`src/hw/rtl/jpv_pkg.sv`:
```
package jpv_pkg;

	typedef enum logic [2:0] {
		PH_START      = 3'd0,
		PH_INT_ZERO   = 3'd1,
		PH_INT_DIGITS = 3'd2,
		PH_HASH       = 3'd3,
		PH_TOKEN      = 3'd4,
		PH_TILDE      = 3'd5,
		PH_CONT       = 3'd6,
		PH_FAIL       = 3'd7
	} phase_t;

	localparam int          CP_W         = 21;
	localparam int          APB_AW       = 3;
	localparam logic        REG_MODE     = 1'b0;

	localparam logic [7:0]  CH_SLASH     = 8'h2F;
	localparam logic [7:0]  CH_TILDE     = 8'h7E;
	localparam logic [7:0]  CH_HASH      = 8'h23;
	localparam logic [7:0]  CH_ZERO      = 8'h30;
	localparam logic [7:0]  CH_ONE       = 8'h31;
	localparam logic [7:0]  CH_NINE      = 8'h39;

	localparam logic [CP_W-1:0] CP_MIN2  = 21'h000080;
	localparam logic [CP_W-1:0] CP_MIN3  = 21'h000800;
	localparam logic [CP_W-1:0] CP_MIN4  = 21'h010000;
	localparam logic [CP_W-1:0] CP_SUR_LO = 21'h00D800;
	localparam logic [CP_W-1:0] CP_SUR_HI = 21'h00DFFF;
	localparam logic [CP_W-1:0] CP_LIMIT = 21'h110000;

endpackage

```
`src/hw/rtl/json_pointer_validator_top.sv`:
```
// JSON pointer syntax checker. Bytes of a string arrive one per stream
// transaction (tdata = byte, tuser = no-byte flag, tlast = end of string); a
// single-bit verdict leaves on the output stream for each string, in tdata bit 0.
// Register relative_mode at APB byte address 0 selects absolute (0) or relative (1)
// grammar. One byte is taken every clock cycle unless the input stage is held; a
// verdict enters the result register when its last byte leaves the input register.
// The parser state is updated between the input and result registers; a stalled
// output only holds the input stage once that stage holds a further end-of-string byte.
module json_pointer_validator_top (
	input  logic                        clk,
	input  logic                        arst_n,
	input  logic                        s_axis_tvalid,
	output logic                        s_axis_tready,
	input  logic [7:0]                  s_axis_tdata,  // [7:0] text_byte
	input  logic                        s_axis_tuser,  // [0] no_byte
	input  logic                        s_axis_tlast,
	output logic                        m_axis_tvalid,
	input  logic                        m_axis_tready,
	output logic [7:0]                  m_axis_tdata,  // [0] valid_res, [7:1] zero
	input  logic                        psel,
	input  logic                        penable,
	input  logic                        pwrite,
	input  logic [jpv_pkg::APB_AW-1:0]  paddr,
	input  logic [31:0]                 pwdata,
	output logic [31:0]                 prdata,
	output logic                        pready
);
	import jpv_pkg::*;

	logic             mode_q;
	logic             vld_s1;
	logic [7:0]       byte_s1;
	logic             nob_s1;
	logic             last_s1;
	phase_t           phase_q;
	logic [1:0]       pend_q;
	logic [2:0]       width_q;
	logic [CP_W-1:0]  acc_q;
	logic             out_vld_q;
	logic             out_res_q;

	phase_t           phase_d;
	phase_t           phase_step;
	logic [1:0]       pend_d;
	logic [2:0]       width_d;
	logic [CP_W-1:0]  acc_d;
	logic             verdict;
	logic             advance;
	logic             digit;
	logic [CP_W-1:0]  acc_shift;
	logic [1:0]       pend_dec;
	logic             cp_ok;

	assign pready = 1'b1;
	assign prdata = {31'd0, (paddr[APB_AW-1] == REG_MODE) ? mode_q : 1'b0};

	always_ff @(posedge clk or negedge arst_n) begin
		if (!arst_n) begin
			mode_q <= 1'b0;
		end else if (psel && penable && pwrite && pready && paddr[APB_AW-1] == REG_MODE) begin
			mode_q <= pwdata[0];
		end
	end

	assign advance       = vld_s1 && (!last_s1 || !out_vld_q || m_axis_tready);
	assign s_axis_tready = !vld_s1 || advance;

	always_ff @(posedge clk or negedge arst_n) begin
		if (!arst_n) begin
			vld_s1 <= 1'b0;
		end else if (s_axis_tready) begin
			vld_s1 <= s_axis_tvalid;
		end
	end

	always_ff @(posedge clk) begin
		if (s_axis_tready && s_axis_tvalid) begin
			byte_s1 <= s_axis_tdata;
			nob_s1  <= s_axis_tuser;
			last_s1 <= s_axis_tlast;
		end
	end

	assign digit     = byte_s1 >= CH_ZERO && byte_s1 <= CH_NINE;
	assign acc_shift = {acc_q[CP_W-7:0], byte_s1[5:0]};
	assign pend_dec  = pend_q - 2'd1;

	always_comb begin
		cp_ok = 1'b1;
		if (width_q == 3'd4 && acc_shift < CP_MIN4) cp_ok = 1'b0;
		if (width_q == 3'd3 && acc_shift < CP_MIN3) cp_ok = 1'b0;
		if (width_q == 3'd2 && acc_shift < CP_MIN2) cp_ok = 1'b0;
		if (acc_shift >= CP_SUR_LO && acc_shift <= CP_SUR_HI) cp_ok = 1'b0;
		if (acc_shift >= CP_LIMIT) cp_ok = 1'b0;
	end

	// next state
	always_comb begin
		phase_step = PH_FAIL;
		pend_d     = pend_q;
		width_d    = width_q;
		acc_d      = acc_q;
		case (phase_q)
			PH_START: begin
				if (mode_q) begin
					if (byte_s1 == CH_ZERO) phase_step = PH_INT_ZERO;
					else if (digit)         phase_step = PH_INT_DIGITS;
				end else if (byte_s1 == CH_SLASH) begin
					phase_step = PH_TOKEN;
				end
			end
			PH_INT_DIGITS: begin
				if (digit)                   phase_step = PH_INT_DIGITS;
				else if (byte_s1 == CH_HASH)  phase_step = PH_HASH;
				else if (byte_s1 == CH_SLASH) phase_step = PH_TOKEN;
			end
			PH_INT_ZERO: begin
				if (byte_s1 == CH_HASH)       phase_step = PH_HASH;
				else if (byte_s1 == CH_SLASH) phase_step = PH_TOKEN;
			end
			PH_TOKEN: begin
				if (byte_s1 == CH_TILDE) begin
					phase_step = PH_TILDE;
				end else if (!byte_s1[7]) begin
					phase_step = PH_TOKEN;
				end else if (byte_s1[7:5] == 3'b110) begin
					phase_step = PH_CONT;
					width_d    = 3'd2;
					pend_d     = 2'd1;
					acc_d      = {16'd0, byte_s1[4:0]};
				end else if (byte_s1[7:4] == 4'b1110) begin
					phase_step = PH_CONT;
					width_d    = 3'd3;
					pend_d     = 2'd2;
					acc_d      = {17'd0, byte_s1[3:0]};
				end else if (byte_s1[7:3] == 5'b11110) begin
					phase_step = PH_CONT;
					width_d    = 3'd4;
					pend_d     = 2'd3;
					acc_d      = {18'd0, byte_s1[2:0]};
				end
			end
			PH_TILDE: begin
				if (byte_s1 == CH_ZERO || byte_s1 == CH_ONE) phase_step = PH_TOKEN;
			end
			PH_CONT: begin
				if (byte_s1[7:6] == 2'b10) begin
					acc_d  = acc_shift;
					pend_d = pend_dec;
					if (pend_dec != 2'd0) phase_step = PH_CONT;
					else if (cp_ok)       phase_step = PH_TOKEN;
				end
			end
			default: phase_step = PH_FAIL;
		endcase
		if (nob_s1) begin
			phase_d = phase_q;
			pend_d  = pend_q;
			width_d = width_q;
			acc_d   = acc_q;
		end else begin
			phase_d = phase_step;
			if (phase_step == PH_FAIL) begin
				pend_d  = 2'd0;
				width_d = 3'd0;
				acc_d   = '0;
			end
		end
	end

	// verdict
	always_comb begin
		case (phase_d)
			PH_START:      verdict = !mode_q;
			PH_INT_ZERO,
			PH_INT_DIGITS,
			PH_HASH,
			PH_TOKEN:      verdict = 1'b1;
			default:       verdict = 1'b0;
		endcase
	end

	always_ff @(posedge clk or negedge arst_n) begin
		if (!arst_n) begin
			phase_q <= PH_START;
			pend_q  <= 2'd0;
			width_q <= 3'd0;
			acc_q   <= '0;
		end else if (advance) begin
			if (last_s1) begin
				phase_q <= PH_START;
				pend_q  <= 2'd0;
				width_q <= 3'd0;
				acc_q   <= '0;
			end else begin
				phase_q <= phase_d;
				pend_q  <= pend_d;
				width_q <= width_d;
				acc_q   <= acc_d;
			end
		end
	end

	always_ff @(posedge clk or negedge arst_n) begin
		if (!arst_n) begin
			out_vld_q <= 1'b0;
		end else if (advance && last_s1) begin
			out_vld_q <= 1'b1;
		end else if (m_axis_tready) begin
			out_vld_q <= 1'b0;
		end
	end

	always_ff @(posedge clk) begin
		if (advance && last_s1) begin
			out_res_q <= verdict;
		end
	end

	assign m_axis_tvalid = out_vld_q;
	assign m_axis_tdata  = {7'd0, out_res_q};

endmodule

```
`config.mk`:
```
export PLATFORM = sky130hd
export DESIGN_NAME = json_pointer_validator_top
export DESIGN_NICKNAME = d
export VERILOG_FILES = /design/src/hw/rtl/jpv_pkg.sv /design/src/hw/rtl/json_pointer_validator_top.sv
export SDC_FILE = /design/constraint.sdc
export NUM_CORES = 1
export LEC_CHECK = 0
export ABC_AREA = 1
export BUFFER_PORTS_ARGS = -buffer_cell sky130_fd_sc_hd__buf_2
export CORE_MARGIN = 4
export CORE_UTILIZATION = 50
export CTS_CLUSTER_DIAMETER = 40
export DETAILED_ROUTE_END_ITERATION = 7
export PLACE_DENSITY_LB_ADDON = 0.1
export SYNTH_ARGS = -nofsm -noshare
export SYNTH_HDL_FRONTEND = slang
export SYNTH_SLANG_ARGS = --single-unit
export TNS_END_PERCENT = 30
```
`constraint.sdc`:
```
create_clock -name clk -period 2.5 [get_ports clk]
set_input_delay 0.375 -clock clk [delete_from_list [all_inputs] [get_ports clk]]
set_output_delay 0.375 -clock clk [all_outputs]
set_load 0.05 [all_outputs]
```
* Yosys cells after proc, flatten, opt, wreduce, memory -nomap -nowiden
Index checks and enable logic that the tools add are counted.
Storage, ports and cells: register bits after elaboration 37, logic and storage cells 135, output and inout port bits 43, input bits 52
Cells by class: $lt $le $gt $ge 8, muxes and demuxes 56, reduce and logical (&&, ||, !) cells 30, add/sub/neg operators 1, bitwise operators 1, equality and inequality tests 28
Operator list (count):
- 15-bit 2-to-1 mux | 9
- 3-bit 2-to-1 mux | 16
- 8-bit by 6-bit == test with 1-bit output, second input constant | 4
- 2-bit 2-to-1 mux | 16
- 15-bit one-hot mux with 2 select lines | 1
- 3-bit == test, second input constant | 7
- 21-bit by 16-bit greater-or-equal comparator with 1-bit output, second input constant | 1
- 21-bit greater-or-equal comparator, second input constant | 1
- 21-bit by 16-bit less-or-equal comparator with 1-bit output, second input constant | 1
- 21-bit by 12-bit < comparator with 1-bit output, second input constant | 1
- 21-bit by 17-bit < comparator with 1-bit output, second input constant | 1
- 21-bit by 8-bit < comparator with 1-bit output, second input constant | 1
- 3-bit one-hot mux with 6 select lines | 1
- 3-bit by 2-bit == test with 1-bit output, second input constant | 5
- 4-bit != test, second input constant | 3
- 1-bit logical AND | 11
- 1-bit 2-to-1 mux | 11
- 8-bit by 7-bit == test with 1-bit output, second input constant | 1
- 8-bit by 6-bit greater-or-equal comparator with 1-bit output, second input constant | 1
- 8-bit by 6-bit less-or-equal comparator with 1-bit output, second input constant | 1
- 7-bit AND reduction | 1
- 3-bit by 1-bit == test with 1-bit output, second input constant | 2
- 3-bit logical NOT | 2
- 6-bit != test, second input constant | 1
- other kinds (17) | 25

* Logic depth before layout (Yosys ltp)
depth in word-level cells 15, depth in mapped cells 16, gate-level depth less buffers 15

* Worst setup path before layout
OpenSTA, ideal clock, no wires.
path type reg-to-reg, start point register out_vld_q (netlist: m_axis_tvalid), end point register byte_s1[0], enable pin, clock period less this slack 1.948 ns, library setup time 0.286 ns, data required time 2.214 ns, data arrival time 1.662 ns, path slack 0.552 ns, path buffers 0, cell stages (with the launch flop) 4, cells stage by stage dfrtp_1 -> nand4_1 -> nand2_1 -> inv_1
On the way: cells in the longest elaborated chain, start to end 6
RTL lines:
- from (decl) | RTL line json_pointer_validator_top.sv:39 | logic out_vld_q;
- from (signal assigned) | RTL line json_pointer_validator_top.sv:206 | out_vld_q <= 1'b0;
- from (signal assigned) | RTL line json_pointer_validator_top.sv:208 | out_vld_q <= 1'b1;
- from (signal assigned) | RTL line json_pointer_validator_top.sv:210 | out_vld_q <= 1'b0;
- 1-bit logical NOT | RTL line json_pointer_validator_top.sv:65 | assign advance = vld_s1 && (!last_s1 || !out_vld_q || m_axis_tready);
- 1-bit logical OR (2 in series) | RTL line json_pointer_validator_top.sv:65
- 1-bit logical AND | RTL line json_pointer_validator_top.sv:65
- 1-bit logical OR | RTL line json_pointer_validator_top.sv:66 | assign s_axis_tready = !vld_s1 || advance;
- named net s_axis_tready | RTL line json_pointer_validator_top.sv:13 | output logic s_axis_tready,
- 1-bit logical AND | RTL line json_pointer_validator_top.sv:77 | if (s_axis_tready && s_axis_tvalid) begin
- to (signal assigned) | RTL line json_pointer_validator_top.sv:78 | byte_s1 <= s_axis_tdata;
- to (decl) | RTL line json_pointer_validator_top.sv:32 | logic [7:0] byte_s1;
The timed path passes the listed nets, and every way through them passes these cells. A chain may end at the register's enable or synchronous reset.

* Worst setup path after layout
start point register byte_s1[6], end point register acc_q[2]
On the way: cells in the longest elaborated chain, start to end 11, elaborated cells on any way between the ends 42, classes of those cells order compare (2); eq/ne (14); mux (22); reduce/logical (4)
RTL lines:
- parallel branches: the longest is 11 deep, another holds 8-bit by 6-bit greater-or-equal comparator with 1-bit output
- to (signal assigned) | RTL line json_pointer_validator_top.sv:188 | acc_q <= '0;
- to (signal assigned) | RTL line json_pointer_validator_top.sv:194 | acc_q <= '0;
- to (signal assigned) | RTL line json_pointer_validator_top.sv:199 | acc_q <= acc_d;
- to (decl) | RTL line json_pointer_validator_top.sv:38 | logic [CP_W-1:0] acc_q;
Several ways; the timed one is not identified. The select of a mux whose other input is x is not followed.

==> results.sh <==
export IMPL_run_status="finished, final reports clean"
export IMPL_yosysUniqueCellTypes=29
export IMPL_final_period_utilization=0.857
export IMPL_cts_sinks=37
export IMPL_grt_busiest_layer="met2"
export IMPL_tritoncts="done"
export IMPL_commonest_cells_after_routing_fill_and_taps_aside="sky130_fd_sc_hd__nand2_1, sky130_fd_sc_hd__nor2_1, sky130_fd_sc_hd__inv_1"
export IMPL_number_of_post_cts_setup_repair_buffers=0
export IMPL_area_growth_syn_to_layout_pct=3.96
export IMPL_core_area_sq_um=4820
export IMPL_power_share_sequential=0.413
export IMPL_grt_pass1_vias=1840
export IMPL_report_final_slew_viol_count=0
export IMPL_groute_layer_met2_usage=0.280
export IMPL_p_comb_frac=0.372
export IMPL_syn_cell_area_sq_um=2530
export IMPL_final_period_minus_worst_setup_slack_ns=2.14
export IMPL_worst_hold_path_type="input pin to async pin"
export IMPL_intPower_uw=1080
export IMPL_rsz0062_at_grt="no"
export IMPL_cts_max_level=2
export IMPL_floorplan_die_area_sq_um=6250
export IMPL_final_cells=458
export IMPL_crit_chain="inv_2, nand2_2, nor2_4, nand2_1, nor2_1, nor2_1, nor2_1, nor2_1, nand2_2, nand3_4, a21oi_4, nand2_1, nand2_1"
export IMPL_cp_num_buf_inv=1
export IMPL_crit_path_leading_delay_family="simple AND/OR/NAND/NOR gates"
export IMPL_placed_area_sq_um=2540
export IMPL_ys_warn_count=0
export IMPL_vdd_drop_max_mv=0.343
export IMPL_cts_repair_resized=0
export IMPL_timing_worst_setup_path_type="flop to flop"
export IMPL_total_power_per_unit_cell_area_nw_per_um2=709
export IMPL_cts_hold_buffers=0
export IMPL_critical_path_max_stage_delay_ns=0.48
export IMPL_crit_path_end_kind="flop"
export IMPL_rows=25
export IMPL_synth_avg_cell_area_sq_um=6.90
export IMPL_dpl_cell_count=450
export IMPL_timing_critical_path_from_type="flop"
export IMPL_drt_first_iter_violations=108
export IMPL_die_h_um=79.1
export IMPL_power_total_uw=1860
export IMPL_gpl_final_weighted_congestion=0.812
export IMPL_synth_seq_cells=37
export IMPL_timing_fmax_mhz=467
export IMPL_slew_limit_headroom=0.575
export IMPL_final_routed_wirelength_um=4820
export IMPL_synth_seq_area_share=0.388
export IMPL_crit_arrival_ns=2.36
export IMPL_number_of_gates_on_the_worst_path_with_buffers_counted=13
export IMPL_grt_usage=0.168
export IMPL_fp_dieW_um=79.1
export IMPL_timing_final_setup_violations=0
export IMPL_antenna_diode_count=0
export IMPL_setup_tns_final_ns=0
export IMPL_clk_buf_depth=2
export IMPL_crit_top_cell="sky130_fd_sc_hd__nor2_1"
export IMPL_layout_nets=443
export IMPL_ioPinCount=95
export IMPL_worstPathRequired_ns=2.72
export IMPL_worst_path_max_delay_cell="sky130_fd_sc_hd__edfxtp_1"
export IMPL_port_buffers=22
export IMPL_wl_per_cell_um=10.5
export IMPL_cts_buffers_inserted=5
export IMPL_total_leakage_power_uw=0.00139
export IMPL_area_of_all_placed_cells_without_fillers_sq_um=2630
export IMPL_vias=2045
export IMPL_share_clk_of_total_power=0.216
export IMPL_vias_per_cell=4.47
export IMPL_post_dp_hpwl_um=3590
export IMPL_max_slew_worst_pin_slew_ns=0.637
export IMPL_cells_after_synthesis=366
export IMPL_max_cap_viol_count=0
export IMPL_initial_core_util=0.524
export IMPL_timing_clock_skew_ns=0.0118
export IMPL_timing_final_hold_violations=0
export IMPL_use_met1=0.224
export IMPL_globalRouteMet3Util=0.0374
export IMPL_cts_reportedPaths_clkPinSlew_ns=0.08
export IMPL_remaining_drc_errors=0
export IMPL_routed_antenna_nets=0
export IMPL_clk_root_buffer_cell="sky130_fd_sc_hd__clkbuf_8"
export IMPL_timing_critical_path_fanout_max=17
export IMPL_clock_insertion_delay_worst_skew_ns=0.29
export IMPL_drtPass1Iterations=4
export IMPL_final_common_cell="sky130_fd_sc_hd__nand2_1"
export IMPL_initial_antenna_violation_count=0
export IMPL_grt_max_degree=27
export IMPL_p_sw_frac=0.422
export IMPL_wire_length_of_the_first_global_routing_pass_um=8310
export IMPL_switchingPower_uw=786
export IMPL_final_hold_worst_slack_ns=0.0997
export IMPL_reg2regPathDepth=13
export IMPL_fraction_of_layout_cells_with_a_size_suffix_above_1=0.113
export IMPL_grt_overflow=0
final timing paths:
check	startpoint	end	slack, ns
setup / recovery	byte_s1[6]	acc_q[2]	0.36
hold / removal	arst_n	width_q[1]	0.1
setup reg to reg	byte_s1[6]	acc_q[2]	0.36
hold reg to reg	width_q[2]	width_q[2]	0.48
max in group asynchronous	arst_n	acc_q[3]	1.98
min in group clk	s_axis_tuser	nob_s1	0.26
cells in the mapped netlist:
cell type / instances / share of area
sky130_fd_sc_hd__nand2_1: 123 / 0.18
sky130_fd_sc_hd__nor2_1: 65 / 0.097
sky130_fd_sc_hd__buf_4: 41 / 0.12
sky130_fd_sc_hd__inv_1: 40 / 0.059
sky130_fd_sc_hd__dfrtp_1: 26 / 0.26
sky130_fd_sc_hd__nand3_1: 13 / 0.026
sky130_fd_sc_hd__edfxtp_1: 11 / 0.13
sky130_fd_sc_hd__o21ai_0: 8 / 0.016
sky130_fd_sc_hd__nand2_2: 5 / 0.012
sky130_fd_sc_hd__nand4_1: 4 / 0.0099
sky130_fd_sc_hd__a21oi_1: 3 / 0.0059
sky130_fd_sc_hd__nor3_1: 3 / 0.0059
sky130_fd_sc_hd__o22ai_1: 3 / 0.0074
sky130_fd_sc_hd__buf_6: 2 / 0.0089
sky130_fd_sc_hd__clkbuf_1: 2 / 0.0030
sky130_fd_sc_hd__conb_1: 2 / 0.0030
sky130_fd_sc_hd__inv_2: 2 / 0.0030
sky130_fd_sc_hd__nand3b_1: 2 / 0.0059
sky130_fd_sc_hd__a2111oi_0: 1 / 0.0035
sky130_fd_sc_hd__a21boi_0: 1 / 0.0030
sky130_fd_sc_hd__a21oi_4: 1 / 0.0064
sky130_fd_sc_hd__a31oi_1: 1 / 0.0025
sky130_fd_sc_hd__and3_1: 1 / 0.0025
sky130_fd_sc_hd__ha_1: 1 / 0.0050
sky130_fd_sc_hd__nand2_4: 1 / 0.0045
sky130_fd_sc_hd__nand3_4: 1 / 0.0069
sky130_fd_sc_hd__nor2_2: 1 / 0.0025
sky130_fd_sc_hd__nor2_4: 1 / 0.0045
sky130_fd_sc_hd__o21a_1: 1 / 0.0030
worst reg2reg max path, delay by kind of cell, from the launching register on:
kind                   cells  cell delay, ns
buffers and inverters      1            0.11
AO/OA/AOI/OAI              1            0.47
AND/OR/NAND/NOR           11            1.01
flip-flops                 1            0.48
cell families (layout without fill, tap and decap cells):
family	count (synthesis)	count (layout)	synth area share
flops	37	37	0.388
buf+inv	87	75	0.196
fa+ha+maj	1	1	0.00495
simple gates	220	220	0.360
compound gates	19	19	0.0476
other cells	2	39	0.00297
sequential cells by signal, summed over array words and instances (netlist names):
| name | count |
|---|---|
| last_s1 | 1 |
| width_q | 3 |
| acc_q | 15 |
| out_res_q | 1 |
| phase_q | 3 |
| byte_s1 | 8 |
| nob_s1 | 1 |
| mode_q | 1 |
| vld_s1 | 1 |
| m_axis_tvalid | 1 |
| pend_q | 2 |
layer usage:
layer,wire [um],part of all wire
met1,2330,0.48
met2,2120,0.44
met3,350,0.073
met4,17,0.0035
met5,0,0
power by group through the flow:
stage	clock network [uW]	registers, uW	logic (uW)
detailed placement	0	779	693
CTS	417	767	696
floorplan	0	772	641
global route	445	779	783
finish	401	768	692
global placement	0	779	690
stage by stage:
stage | utilization | setup slack, ns
2_1_floorplan | - | 0.552
4_1_cts | 0.545 | 0.315
3_5_place_dp | 0.528 | 0.349
6_report | 0.545 | 0.359
3_3_place_gp | 0.528 | 0.340
5_1_grt | 0.545 | 0.0512
area by class of cell:
type | count | area (sq um)
Fill cell | 489 | 2190
Multi-Input combinational cell | 279 | 1190
Sequential cell | 37 | 981
Inverter | 42 | 158
Timing Repair Buffer | 25 | 133
Tap cell | 67 | 83.8
Clock buffer | 6 | 72.6
Clock inverter | 2 | 10.0
Note: power is estimated with default switching activity, not from simulation.
